File: config.mk
export PLATFORM = sky130hd
export DESIGN_NAME = png_header_chunk_crc_checker_core
export DESIGN_NICKNAME = d
export VERILOG_FILES = /design/src/rtl/pnghc_pkg.sv /design/src/rtl/pnghc_parse.sv /design/src/rtl/pnghc_rpt_fifo.sv /design/src/rtl/png_header_chunk_crc_checker_core.sv
export SDC_FILE = /design/constraint.sdc
export NUM_CORES = 2
export LEC_CHECK = 0
export BUFFER_PORTS_ARGS = -buffer_cell sky130_fd_sc_hd__buf_2
export CAP_MARGIN = 20
export CORE_ASPECT_RATIO = 0.9
export CORE_UTILIZATION = 55
export CTS_CLUSTER_SIZE = 16
export DETAILED_ROUTE_END_ITERATION = 10
export PLACE_DENSITY = 0.78
export REMOVE_ABC_BUFFERS = 1
export SYNTH_ARGS = -nofsm -noshare
export SYNTH_HDL_FRONTEND = slang
export SYNTH_HIERARCHICAL = 1
export SYNTH_SLANG_ARGS = --single-unit
File: constraint.sdc
create_clock -name clk -period 18.28 [get_ports clk]
set_input_delay 0.914 -clock clk [delete_from_list [all_inputs] [get_ports clk]]
set_output_delay 0.914 -clock clk [all_outputs]
set_load 0.02 [all_outputs]
File: src/rtl/pnghc_pkg.sv
// Shared types, constants and the CRC-32 byte update for the PNG chunk CRC checker
`timescale 1ns / 1ps

package pnghc_pkg;

  // report kinds
  localparam logic [1:0] KIND_NOT_PNG = 2'd0;
  localparam logic [1:0] KIND_DIMS    = 2'd1;
  localparam logic [1:0] KIND_CRC     = 2'd2;
  localparam logic [1:0] KIND_TRUNC   = 2'd3;

  // report queue depth, pointer width and count width
  localparam int RPT_DEPTH = 8;
  localparam int RPT_PTR_W = $clog2(RPT_DEPTH);
  localparam int RPT_CNT_W = $clog2(RPT_DEPTH + 1);

  // reflected CRC-32 polynomial
  localparam logic [31:0] CRC_POLY = 32'hEDB8_8320;

  // PNG file signature
  localparam logic [7:0] PNG_SIG [8] = '{8'h89, 8'h50, 8'h4e, 8'h47,
                                         8'h0d, 8'h0a, 8'h1a, 8'h0a};

  // input beat
  typedef struct packed {
    logic [7:0] data_byte;
    logic       final_byte;
  } in_t;

  // output beat
  typedef struct packed {
    logic [1:0]  report_kind;
    logic [31:0] image_width;
    logic [31:0] image_height;
    logic [1:0]  chunk_number;
    logic [31:0] computed_crc;
    logic [31:0] stored_crc;
    logic        crc_match;
    logic        report_end;
  } out_t;

  // reports produced by one byte, handed to the queue
  typedef struct packed {
    logic [1:0] num;
    out_t       rpt0;
    out_t       rpt1;
  } rpt_push_t;

  // one byte of the reflected CRC-32
  function automatic logic [31:0] crc_byte(input logic [31:0] crc_in, input logic [7:0] b);
    logic [31:0] c;
    c = crc_in ^ {24'd0, b};
    for (int k = 0; k < 8; k++) begin
      c = (c >> 1) ^ (CRC_POLY & {32{c[0]}});
    end
    return c;
  endfunction

endpackage

File: src/rtl/pnghc_parse.sv
// Byte parser: signature check, dimension capture, chunk framing and CRC update
`timescale 1ns / 1ps

module pnghc_parse #(
  parameter int CHUNKS_CHECKED = 3
) (
  input  logic                 clk,
  input  logic                 rst,
  input  logic                 item_valid,
  input  pnghc_pkg::in_t       item,
  output pnghc_pkg::rpt_push_t push
);

  localparam logic [2:0] PH_SIG  = 3'd0;
  localparam logic [2:0] PH_LEN  = 3'd1;
  localparam logic [2:0] PH_TYPE = 3'd2;
  localparam logic [2:0] PH_DATA = 3'd3;
  localparam logic [2:0] PH_CRC  = 3'd4;
  localparam logic [2:0] PH_DONE = 3'd5;
  localparam logic [2:0] PH_SKIP = 3'd6;

  // file position saturates once past the last header byte of interest
  localparam logic [4:0] POS_SAT    = 5'd24;
  localparam logic [1:0] CHUNK_LAST = 2'(CHUNKS_CHECKED);

  logic [2:0]  phase, phase_next;
  logic [4:0]  pos, pos_next;
  logic [31:0] chunk_length, chunk_length_next;
  logic [31:0] crc, crc_next;
  logic [31:0] trailer, trailer_next;
  logic [1:0]  chunk_idx, chunk_idx_next;
  logic [31:0] width_hold, width_hold_next;
  logic [31:0] height_hold, height_hold_next;
  logic [1:0]  field_cnt, field_cnt_next;

  logic [7:0]  b;
  logic [31:0] word;
  logic [31:0] crc_upd;
  logic [31:0] crc_final;
  logic        last_chunk;
  logic        complete;
  logic        dims_v, chk_v, trunc_v;
  pnghc_pkg::out_t dims_rpt, chk_rpt, trunc_rpt;

  assign b         = item.data_byte;
  assign word      = {trailer[23:0], b};
  assign crc_upd   = pnghc_pkg::crc_byte(crc, b);
  assign crc_final = ~crc;

  // next state and reports for the byte in the input register
  always_comb begin
    phase_next       = phase;
    pos_next         = pos;
    chunk_length_next = chunk_length;
    crc_next         = crc;
    trailer_next     = trailer;
    chunk_idx_next   = chunk_idx;
    width_hold_next  = width_hold;
    height_hold_next = height_hold;
    field_cnt_next   = field_cnt;
    last_chunk       = 1'b0;
    complete         = 1'b1;
    dims_v           = 1'b0;
    chk_v            = 1'b0;
    trunc_v          = 1'b0;
    dims_rpt         = '0;
    chk_rpt          = '0;
    trunc_rpt        = '0;

    if (item_valid) begin
      // dimension capture runs alongside chunk parsing
      if (phase != PH_SIG && phase != PH_SKIP) begin
        if (pos >= 5'd16 && pos <= 5'd19) begin
          width_hold_next = {width_hold[23:0], b};
        end else if (pos >= 5'd20 && pos <= 5'd23) begin
          height_hold_next = {height_hold[23:0], b};
        end
        if (pos == 5'd23) begin
          dims_v                = 1'b1;
          dims_rpt.report_kind  = pnghc_pkg::KIND_DIMS;
          dims_rpt.image_width  = width_hold_next;
          dims_rpt.image_height = height_hold_next;
          dims_rpt.report_end   = (phase == PH_DONE);
        end
      end

      case (phase)
        PH_SIG: begin
          if (b != pnghc_pkg::PNG_SIG[pos[2:0]]) begin
            chk_v               = 1'b1;
            chk_rpt.report_kind = pnghc_pkg::KIND_NOT_PNG;
            chk_rpt.report_end  = 1'b1;
            phase_next          = PH_SKIP;
          end else if (pos == 5'd7) begin
            phase_next     = PH_LEN;
            field_cnt_next = 2'd0;
            trailer_next   = '0;
          end
        end
        PH_LEN: begin
          trailer_next = word;
          if (field_cnt == 2'd3) begin
            field_cnt_next    = 2'd0;
            chunk_length_next = word;
            trailer_next      = '0;
            crc_next          = '1;
            phase_next        = PH_TYPE;
          end else begin
            field_cnt_next = field_cnt + 2'd1;
          end
        end
        PH_TYPE: begin
          crc_next = crc_upd;
          if (field_cnt == 2'd3) begin
            field_cnt_next = 2'd0;
            phase_next     = (chunk_length != '0) ? PH_DATA : PH_CRC;
          end else begin
            field_cnt_next = field_cnt + 2'd1;
          end
        end
        PH_DATA: begin
          crc_next          = crc_upd;
          chunk_length_next = chunk_length - 32'd1;
          if (chunk_length_next == '0) begin
            phase_next = PH_CRC;
          end
        end
        PH_CRC: begin
          trailer_next = word;
          if (field_cnt == 2'd3) begin
            field_cnt_next       = 2'd0;
            chunk_idx_next       = chunk_idx + 2'd1;
            last_chunk           = (chunk_idx_next >= CHUNK_LAST);
            chk_v                = 1'b1;
            chk_rpt.report_kind  = pnghc_pkg::KIND_CRC;
            chk_rpt.chunk_number = chunk_idx;
            chk_rpt.computed_crc = crc_final;
            chk_rpt.stored_crc   = word;
            chk_rpt.crc_match    = (crc_final == word);
            chk_rpt.report_end   = last_chunk && (pos >= 5'd23);
            trailer_next         = '0;
            crc_next             = '1;
            phase_next           = last_chunk ? PH_DONE : PH_LEN;
          end else begin
            field_cnt_next = field_cnt + 2'd1;
          end
        end
        default: begin
        end
      endcase

      pos_next = (pos == POS_SAT) ? pos : pos + 5'd1;

      // end of file: flag truncation, then rearm
      if (item.final_byte) begin
        complete = (phase_next == PH_SKIP) || (phase_next == PH_DONE && pos >= 5'd23);
        trunc_v  = !complete;
        trunc_rpt.report_kind = pnghc_pkg::KIND_TRUNC;
        trunc_rpt.report_end  = 1'b1;
        phase_next        = PH_SIG;
        pos_next          = '0;
        chunk_length_next = '0;
        crc_next          = '1;
        trailer_next      = '0;
        chunk_idx_next    = '0;
        width_hold_next   = '0;
        height_hold_next  = '0;
        field_cnt_next    = '0;
      end
    end
  end

  // pack up to two reports; dimension report yields when three fall due
  always_comb begin
    push.rpt0 = (dims_v && !(chk_v && trunc_v)) ? dims_rpt : (chk_v ? chk_rpt : trunc_rpt);
    push.rpt1 = trunc_v ? trunc_rpt : chk_rpt;
    if ((dims_v && chk_v) || (dims_v && trunc_v) || (chk_v && trunc_v)) begin
      push.num = 2'd2;
    end else if (dims_v || chk_v || trunc_v) begin
      push.num = 2'd1;
    end else begin
      push.num = 2'd0;
    end
  end

  // parser state
  always_ff @(posedge clk) begin
    if (rst) begin
      phase        <= PH_SIG;
      pos          <= '0;
      chunk_length <= '0;
      crc          <= '1;
      trailer      <= '0;
      chunk_idx    <= '0;
      width_hold   <= '0;
      height_hold  <= '0;
      field_cnt    <= '0;
    end else begin
      phase        <= phase_next;
      pos          <= pos_next;
      chunk_length <= chunk_length_next;
      crc          <= crc_next;
      trailer      <= trailer_next;
      chunk_idx    <= chunk_idx_next;
      width_hold   <= width_hold_next;
      height_hold  <= height_hold_next;
      field_cnt    <= field_cnt_next;
    end
  end

endmodule

File: src/rtl/pnghc_rpt_fifo.sv
// Report queue: takes up to two reports a cycle, hands out one beat a cycle while pop is high
`timescale 1ns / 1ps

module pnghc_rpt_fifo (
  input  logic                                clk,
  input  logic                                rst,
  input  pnghc_pkg::rpt_push_t                push,
  input  logic                                pop,
  output pnghc_pkg::out_t                     head,
  output logic [pnghc_pkg::RPT_CNT_W-1:0]     count
);

  localparam int PW = pnghc_pkg::RPT_PTR_W;
  localparam int CW = pnghc_pkg::RPT_CNT_W;

  pnghc_pkg::out_t mem [pnghc_pkg::RPT_DEPTH];
  logic [PW-1:0] wr_ptr, rd_ptr;
  logic [PW-1:0] wr_ptr_p1;

  assign wr_ptr_p1 = wr_ptr + PW'(1);
  assign head      = mem[rd_ptr];

  // entry storage
  always_ff @(posedge clk) begin
    if (push.num != 2'd0) begin
      mem[wr_ptr] <= push.rpt0;
    end
    if (push.num == 2'd2) begin
      mem[wr_ptr_p1] <= push.rpt1;
    end
  end

  // pointers and fill count
  always_ff @(posedge clk) begin
    if (rst) begin
      wr_ptr <= '0;
      rd_ptr <= '0;
      count  <= '0;
    end else begin
      wr_ptr <= wr_ptr + PW'(push.num);
      if (pop) begin
        rd_ptr <= rd_ptr + PW'(1);
      end
      count <= count + CW'(push.num) - CW'(pop);
    end
  end

endmodule

File: src/rtl/png_header_chunk_crc_checker_core.sv
// Top level of the PNG header and chunk CRC checker
`timescale 1ns / 1ps

// Usage
//   Input channel (item_valid / item_stall / item): one file byte per beat,
//   final_byte marks the last byte of a file; the block rearms after it.
//   Output channel (report_valid / report_stall / report): one report per
//   beat - not png, dimensions, chunk CRC check or truncated stream;
//   report_end marks the last report of a file.
//   Timing: a byte is registered on acceptance and parsed in the next cycle;
//   its reports are written into the report queue, and the head of the
//   queue drives the output.
//   Throughput: one byte per cycle while item_stall is low. The CRC-32 byte
//   update, the counters and the compares all sit after the input register.
//   The report queue holds eight beats. item_stall rises when the queue
//   could not take the two reports a byte may cause (three or more entries
//   used while a byte is in flight, five or more otherwise); a stalled
//   receiver thus backs up into the input only after reports pile up.
//   Reset (rst, synchronous): empties the queue, drops the byte in flight
//   and returns the parser to the signature check.

module png_header_chunk_crc_checker_core #(
  parameter int CHUNKS_CHECKED = 3
) (
  input  logic            clk,
  input  logic            rst,
  input  logic            item_valid,
  output logic            item_stall,
  input  pnghc_pkg::in_t  item,
  output logic            report_valid,
  input  logic            report_stall,
  output pnghc_pkg::out_t report
);

  localparam int CW = pnghc_pkg::RPT_CNT_W;

  logic                 in_q_valid;
  pnghc_pkg::in_t       in_q;
  pnghc_pkg::rpt_push_t push;
  logic [CW-1:0]        fifo_count;
  logic [CW:0]          reserved;
  logic                 pop;

  // room for the byte in flight and the new one
  assign reserved   = {1'b0, fifo_count} + (in_q_valid ? (CW+1)'(2) : '0);
  assign item_stall = (reserved > (CW+1)'(pnghc_pkg::RPT_DEPTH - 4));

  // input register
  always_ff @(posedge clk) begin
    if (rst) begin
      in_q_valid <= 1'b0;
    end else begin
      in_q_valid <= item_valid && !item_stall;
    end
  end

  always_ff @(posedge clk) begin
    if (item_valid && !item_stall) begin
      in_q <= item;
    end
  end

  pnghc_parse #(
    .CHUNKS_CHECKED(CHUNKS_CHECKED)
  ) u_parse (
    .clk       (clk),
    .rst       (rst),
    .item_valid(in_q_valid),
    .item      (in_q),
    .push      (push)
  );

  // output beat handshake
  assign report_valid = (fifo_count != '0);
  assign pop          = report_valid && !report_stall;

  pnghc_rpt_fifo u_rpt_fifo (
    .clk  (clk),
    .rst  (rst),
    .push (push),
    .pop  (pop),
    .head (report),
    .count(fifo_count)
  );

  // queue never overfills
  a_no_overflow: assert property (@(posedge clk) disable iff (rst)
    fifo_count <= CW'(pnghc_pkg::RPT_DEPTH))
    else $error("report queue overflow");

  // no reports without a byte in the input register
  a_push_needs_byte: assert property (@(posedge clk) disable iff (rst)
    !in_q_valid |-> push.num == 2'd0)
    else $error("report pushed with no byte in flight");

  // match flag agrees with the two CRC values
  a_match_flag: assert property (@(posedge clk) disable iff (rst)
    report_valid && report.report_kind == pnghc_pkg::KIND_CRC |->
      report.crc_match == (report.computed_crc == report.stored_crc))
    else $error("crc match flag inconsistent");

  // nothing on the output right after reset
  a_quiet_after_reset: assert property (@(posedge clk) disable iff (rst)
    $past(rst) |-> !report_valid)
    else $error("report beat right after reset");

endmodule
After elaboration in Yosys (flattened, before gate mapping)
Memories as Yosys holds them, arrays and structs flattened. A register that Yosys moved wholly into a read port is not among the register bits.
Index checks and enable logic that the tools add are counted.
{"block": "totals", "reg_bits": 184, "ramBits": 1072, "mem_bits_ro": 64, "input_bits": 13, "out_inout_bits": 136, "memories": 2}
{"block": "classes", "n_addsub": 10, "magnitude_cmp": 8, "n_eq_ne": 20, "muxes": 79, "n_bitwise": 11, "reduce_logical": 43}
{"memory": "u_rpt_fifo.mem", "depth": 8, "width": 134, "rd": 1, "rd_ports_with_merged_regs": 1, "wr": 2, "line_no": "pnghc_rpt_fifo.sv:16", "rtl": "pnghc_pkg::out_t mem [pnghc_pkg::RPT_DEPTH];"}
{"memory": "(no name shown)", "depth": 8, "width": 8, "rd": 1, "rd_ports_with_merged_regs": 0, "wr": 0, "line_no": "pnghc_parse.sv:89", "rtl": "if (b != pnghc_pkg::PNG_SIG[pos[2:0]]) begin"}
{"op": "$mux W134", "n": 3}
{"op": "$mux W32", "n": 11}
{"op": "$xor A31 B32 Y32", "n": 8}
{"op": "$mux W68", "n": 2}
{"op": "$mux W66", "n": 2}
{"op": "$pmux W32 S2", "n": 2}
{"op": "$mux W24", "n": 4}
{"op": "$mux W67", "n": 1}
{"op": "$mux W65", "n": 1}
{"op": "$pmux W24 S2", "n": 1}
{"op": "$mux W3", "n": 12}
{"op": "$eq A32 B32 Y1", "n": 1}
{"op": "$logic_not A32 Y1", "n": 1}
{"op": "$not A32 Y32", "n": 1}
{"op": "$reduce_bool A32 Y1", "n": 1}
{"op": "$sub A32 B1 Y32 const B", "n": 1}
{"op": "$xor A32 B8 Y32", "n": 1}
{"op": "$mux W2", "n": 14}
{"op": "$mux W1", "n": 18}
{"op": "$mux W8", "n": 2}
{"op": "$ge A5 B5 Y1 const B", "n": 3}
{"op": "$pmux W3 S5", "n": 1}
{"op": "$reduce_bool A3 Y1", "n": 5}
{"op": "$eq A3 B3 Y1 const B", "n": 4}
{"op": "36 further kinds", "n": 71}

Longest topological paths before layout
{"block": "depth", "depth_word": 21, "ltp_mapped": 21}

Cells and area by module
The synthesis kept the hierarchy.
{"module": "pnghc_rpt_fifo", "instances": 1, "cells_each": 2816, "area_each_um2": 53461.3}
{"module": "pnghc_parse", "instances": 1, "cells_each": 1489, "area_each_um2": 11192.0}
{"module": "png_header_chunk_crc_checker_core", "instances": 1, "cells_each": 22, "area_each_um2": 385.4}

Worst setup path before layout
OpenSTA, ideal clock, no wires.
{"block": "synth_path", "kind": "register to register", "from": "register u_parse.pos[1]", "to": "memory u_rpt_fifo/mem[1][0] in the netlist's numbering (enable)", "setup_ns": 0.824, "arrival_ns": 13.606, "t_required_ns": 17.456, "slack_ns": 3.850, "stages_incl_launch_ff": 17, "n_path_buf": 2, "cell_sequence": "dfxtp_1 -> clkbuf_1 -> inv_1 -> ha_1 -> buf_2 -> or3_1 -> a211o_1 -> a2111oi_1 -> nand3_1 -> o211a_1 -> or2_0 -> a221o_1 -> a21boi_2 -> xnor2_1 -> o32ai_1 -> o21ai_0 -> o31ai_1"}
{"item": "start, declared", "line_no": "pnghc_parse.sv:27", "rtl": "logic [4:0] pos, pos_next;"}
{"item": "start signal, assigned", "line_no": "pnghc_parse.sv:200", "rtl": "pos <= pos_next;"}
{"item": "end, declared", "line_no": "pnghc_rpt_fifo.sv:16"}

==> tab_implementation.tex <==
\begin{tabular}{lr}
\hline
Metric & Value \\
\hline
\multicolumn{2}{l}{\textbf{Clocking}} \\
\quad CTS sink count & between 1,000 and 1,500 \\
\quad CTS Hold Buffers Added & 0 \\
\quad Clock Tree Buf Depth & 3 \\
\quad Clock tree from TritonCTS & done \\
\quad Latest clock arrival within the worst-skew pair & about 0.76 ns \\
\quad Clk pin slew, worst setup/hold paths & roughly 0.06 ns \\
\quad Buffers inserted by post-CTS timing repair & 0 \\
\quad H-tree Lvls & 4 \\
\quad Post-CTS Resized & 0 \\
\quad Library cell used as clock root buffer & clkbuf\_16 \\
\quad TritonCTS Buffers & around 130 \\
\multicolumn{2}{l}{\textbf{Final layout}} \\
\quad Fraction of layout cells with a size suffix above 1 & between 40\% and 50\% \\
\quad Area added between synthesis and finish & 9.77\% \\
\quad Final instance count without filler cells & roughly 6,100 \\
\quad Final nets & 4,418 \\
\multicolumn{2}{l}{\textbf{Route}} \\
\quad Drt total wl & 165,000 um \\
\quad Starting DRC count in detailed routing & around 4,500 \\
\quad Total vias in the final route & roughly 40,000 \\
\quad DRC violation count after routing & 0 \\
\quad Vias per cell & 6.41 \\
\quad Final routed wire length divided by cell count & roughly 27 um \\
\quad Remaining antenna violation count & 0 \\
\quad Number of detailed-routing iterations run before antenna repair & 8 \\
\multicolumn{2}{l}{\textbf{Setup path}} \\
\quad Setup CP Type & reg -> reg \\
\quad Maximum fanout along the worst path & 90 \\
\quad Worst Path Required & roughly 19 ns \\
\quad Startpoint of the worst register-to-register path & u\_parse/pos[1]\$\_SDFFE\_PP0P\_ \\
\quad Depth of the worst register-to-register path & 17 \\
\quad FF-to-FF End & u\_rpt\_fifo/mem[4][116]\$\_DFFE\_PP\_ \\
\quad WP data arrival & approximately 7.6 ns \\
\quad Capturing element type of the critical path & flip-flop \\
\quad Reg-to-reg slack, setup & approximately 11 ns \\
\quad Startpoint class of the critical path & flip-flop \\
\multicolumn{2}{l}{\textbf{Global route}} \\
\quad Antenna violations before repair & 5 \\
\quad Remaining global-route overflow & 0 \\
\quad First-pass GRT wire length & between 200,000 and 250,000 um \\
\quad Pin count of the biggest net entering global routing & between 100 and 150 \\
\quad Total routing resource utilization after global routing & 27.8\% \\
\quad Via count of the first global-routing pass & $\sim$40,000 \\
\multicolumn{2}{l}{\textbf{Synth}} \\
\quad Post-synthesis instance total & 4,327 \\
\quad Seq cells post-synth & 1,259 \\
\quad Most numerous cell types in the synthesized netlist & 1,198 x mux2\_2, 1,081 x edfxtp\_1, 288 x nor2\_1 \\
\quad Dominant cell by count in the synthesized netlist & mux2\_2 \\
\quad Portion of synthesized cell area occupied by the leading cell type & 49.9\% \\
\quad Cell area after synthesis & between 0.06 and 0.07 sq mm \\
\quad Count of flip-flops with a built-in enable after synthesis & between 1,000 and 1,500 \\
\quad Synth Area per Inst & 15.0 sq um \\
\quad Post-synthesis sequential area ratio & between 50\% and 60\% \\
\quad Warnings, synthesis & 6 \\
\quad Cell type with the highest aggregate area in the netlist & edfxtp\_1 \\
\quad Top post-synthesis cells by area & edfxtp\_1 50\%, mux2\_2 21\%, mux4\_2 9.3\% \\
\quad Top FF cell, synth & edfxtp\_1 \\
\quad Distinct cells, synth & 88 \\
\quad Share of flip-flops with an asynchronous set or reset & 0\% \\
\multicolumn{2}{l}{\textbf{Min path}} \\
\quad Hold Path End & in\_q[1]\$\_DFFE\_PP\_ \\
\quad Min-Delay Path Class & in -> reg \\
\quad Number of stages on the worst hold path & 1 \\
\quad Critical hold path startpoint & item[1] \\
\multicolumn{2}{l}{\textbf{Placed design}} \\
\quad Final HPWL from detailed placement & 93,200 um \\
\quad Dpl cells & about 5,800 \\
\quad Weighted congestion reported at the end of routability-driven placement & roughly 0.95 \\
\quad Port-buffer cells & $\sim$150 \\
\multicolumn{2}{l}{\textbf{Timing}} \\
\quad Max\_slew headroom & a little under an eighth \\
\quad Min cycle time layout & slightly above 7 ns \\
\quad Total setup violations reported at the end of the flow & 0 \\
\quad Max Transition Viols Final & 0 \\
\quad Setup repair after global routing missed its margin & false \\
\quad Worst-margin pin slew & 1.33 ns \\
\quad Hold violation count in the final report & 0 \\
\quad F\_max & between 100 and 150 MHz \\
\quad Period Utilization, post-route & 39.5\% \\
\quad Minimum hold slack & 0.345 ns \\
\quad Worst-case clock skew & 0.0223 ns \\
\multicolumn{2}{l}{\textbf{Power and ir drop}} \\
\quad Peak supply drop & between 0.00009 and 0.0001 V \\
\quad Power density normalized to cell area & 107 mW/mm\^{}2 \\
\quad Total leakage power & 25.0 nW \\
\multicolumn{2}{l}{\textbf{Die}} \\
\quad Starting density of the core & a little under three fifths \\
\quad Die Ht & 328 um \\
\quad Number of core rows & around 120 \\
\quad Width of the die & 364 um \\
\quad Die area & around 0.12 sq mm \\
\quad Count of pins on the block boundary & 149 \\
\quad Total core area & 0.117 sq mm \\
\multicolumn{2}{l}{\textbf{Status}} \\
\quad Run status & finished clean \\
\multicolumn{2}{l}{\textbf{Flow run}} \\
\quad Max-capacitance violation count & 0 \\
\hline
\end{tabular}
metrics by stage:
| stage | util (%) | total power, W | TNS [ns] | area, sq um | setup slack [ns] |
|---|---|---|---|---|---|
| floorplan | - | 0.00464 | -69.72 | 63400 | -0.520 |
| global placement | 57.1 | 0.00496 | 0 | 66900 | 11.22 |
| detailed placement | 57.2 | 0.00497 | 0 | 67000 | 11.26 |
| CTS | 60.9 | 0.00767 | 0 | 71400 | 11.22 |
| global route | 60.9 | 0.00788 | 0 | 71400 | 10.78 |
| finish | 60.9 | 0.00762 | 0 | 71400 | 11.05 |
critical path: stages, from the launching register on:
cell and delay (ns):
dfxtp_1 0.54, inv_1 0.15, ha_1 0.33, or3_1 0.38, a211o_1 0.28, a21oi_1 0.14
a31oi_1 0.26, nor3_1 0.39, inv_1 0.09, a221o_1 0.44, a21oi_4 0.40, o21ai_0 0.17
nand2_1 0.25, and4bb_2 0.39, nand2_8 0.57, o21ai_4 0.25, buf_4 0.78, buf_4 0.82
how the worst max path moves through the flow:
stage | to | cells past startpoint | startpoint | slack (ns)
2_1_floorplan | u_rpt_fifo/mem[3][0]$_DFFE_PP_ | 14 | u_parse/chunk_length[0]$_SDFFE_PP0P_ | -0.52
3_3_place_gp | u_rpt_fifo/mem[4][120]$_DFFE_PP_ | 17 | u_parse/pos[1]$_SDFFE_PP0P_ | 11.22
3_5_place_dp | u_rpt_fifo/mem[4][120]$_DFFE_PP_ | 17 | u_parse/pos[1]$_SDFFE_PP0P_ | 11.26
6_report | u_rpt_fifo/mem[4][116]$_DFFE_PP_ | 17 | u_parse/pos[1]$_SDFFE_PP0P_ | 11.05
5_1_grt | u_rpt_fifo/mem[4][120]$_DFFE_PP_ | 17 | u_parse/pos[1]$_SDFFE_PP0P_ | 10.78
4_1_cts | u_rpt_fifo/mem[4][123]$_DFFE_PP_ | 17 | u_parse/pos[1]$_SDFFE_PP0P_ | 11.22
power by group:
part / internal, W / total, W / switching [W]
combinational: 0.000673 / 0.00157 / 0.000901
sequential: 0.00323 / 0.00333 / 0.000101
clock: 0.00159 / 0.00272 / 0.00113
total: 0.00549 / 0.00762 / 0.00213
sequential cells by signal, summed over array words and instances, names as in the netlist, 2 cells and up, named ones only:
signal	count
in_q	9
u_parse/chunk_idx	2
u_parse/chunk_length	32
u_parse/crc	32
u_parse/field_cnt	2
u_parse/height_hold	32
u_parse/phase	3
u_parse/pos	5
u_parse/trailer	24
u_parse/width_hold	32
u_rpt_fifo/count	4
u_rpt_fifo/mem	1072
u_rpt_fifo/rd_ptr	3
u_rpt_fifo/wr_ptr	3
layout make-up:
cell class,count,area (sq um)
fillers,8776,45800
clock inverters,54,579
repair buffers,227,1430
diodes,2,5.00
inverters,24,90.1
flip-flops and latches,1259,36000
well taps,1573,1970
clock buffers,190,3790
multi-input cells,2738,27500
routing by layer:
| layer | share of wire [%] | GRT usage, % |
|---|---|---|
| met1 | 42 | 39.1 |
| met3 | 8.2 | 4.68 |
| met4 | 2.3 | 7.30 |
| met5 | 0.028 | 0 |
| met2 | 48 | 44.7 |
logic make-up after synthesis:
family,count (synthesis),share of synthesized area (%)
adders and majority gates,23,0.466
xor gates and xnor gates,119,1.63
AOI/OAI and AO/OA,315,3.15
and+or+nand+nor,672,5.05
other,1,0.00577
muxes,1545,31.3
buffers and inverters,393,3.05
DFF,1259,55.4
placed cells by master (no fill, tap or decap), drive strengths merged, types with 43 or more instances in the layout:
master,instances
nor2b,43
nand3,58
mux2,1206
dfxtp,178
a22oi,92
a21oi,63
nand2,110
edfxtp,1081
o21ai,70
xor2,45
nor2,290
conb,64
mux2i,71
clkbuf,190
mux4,268
xnor2,74
buf,227
Note: power is estimated with default switching activity, not from simulation.
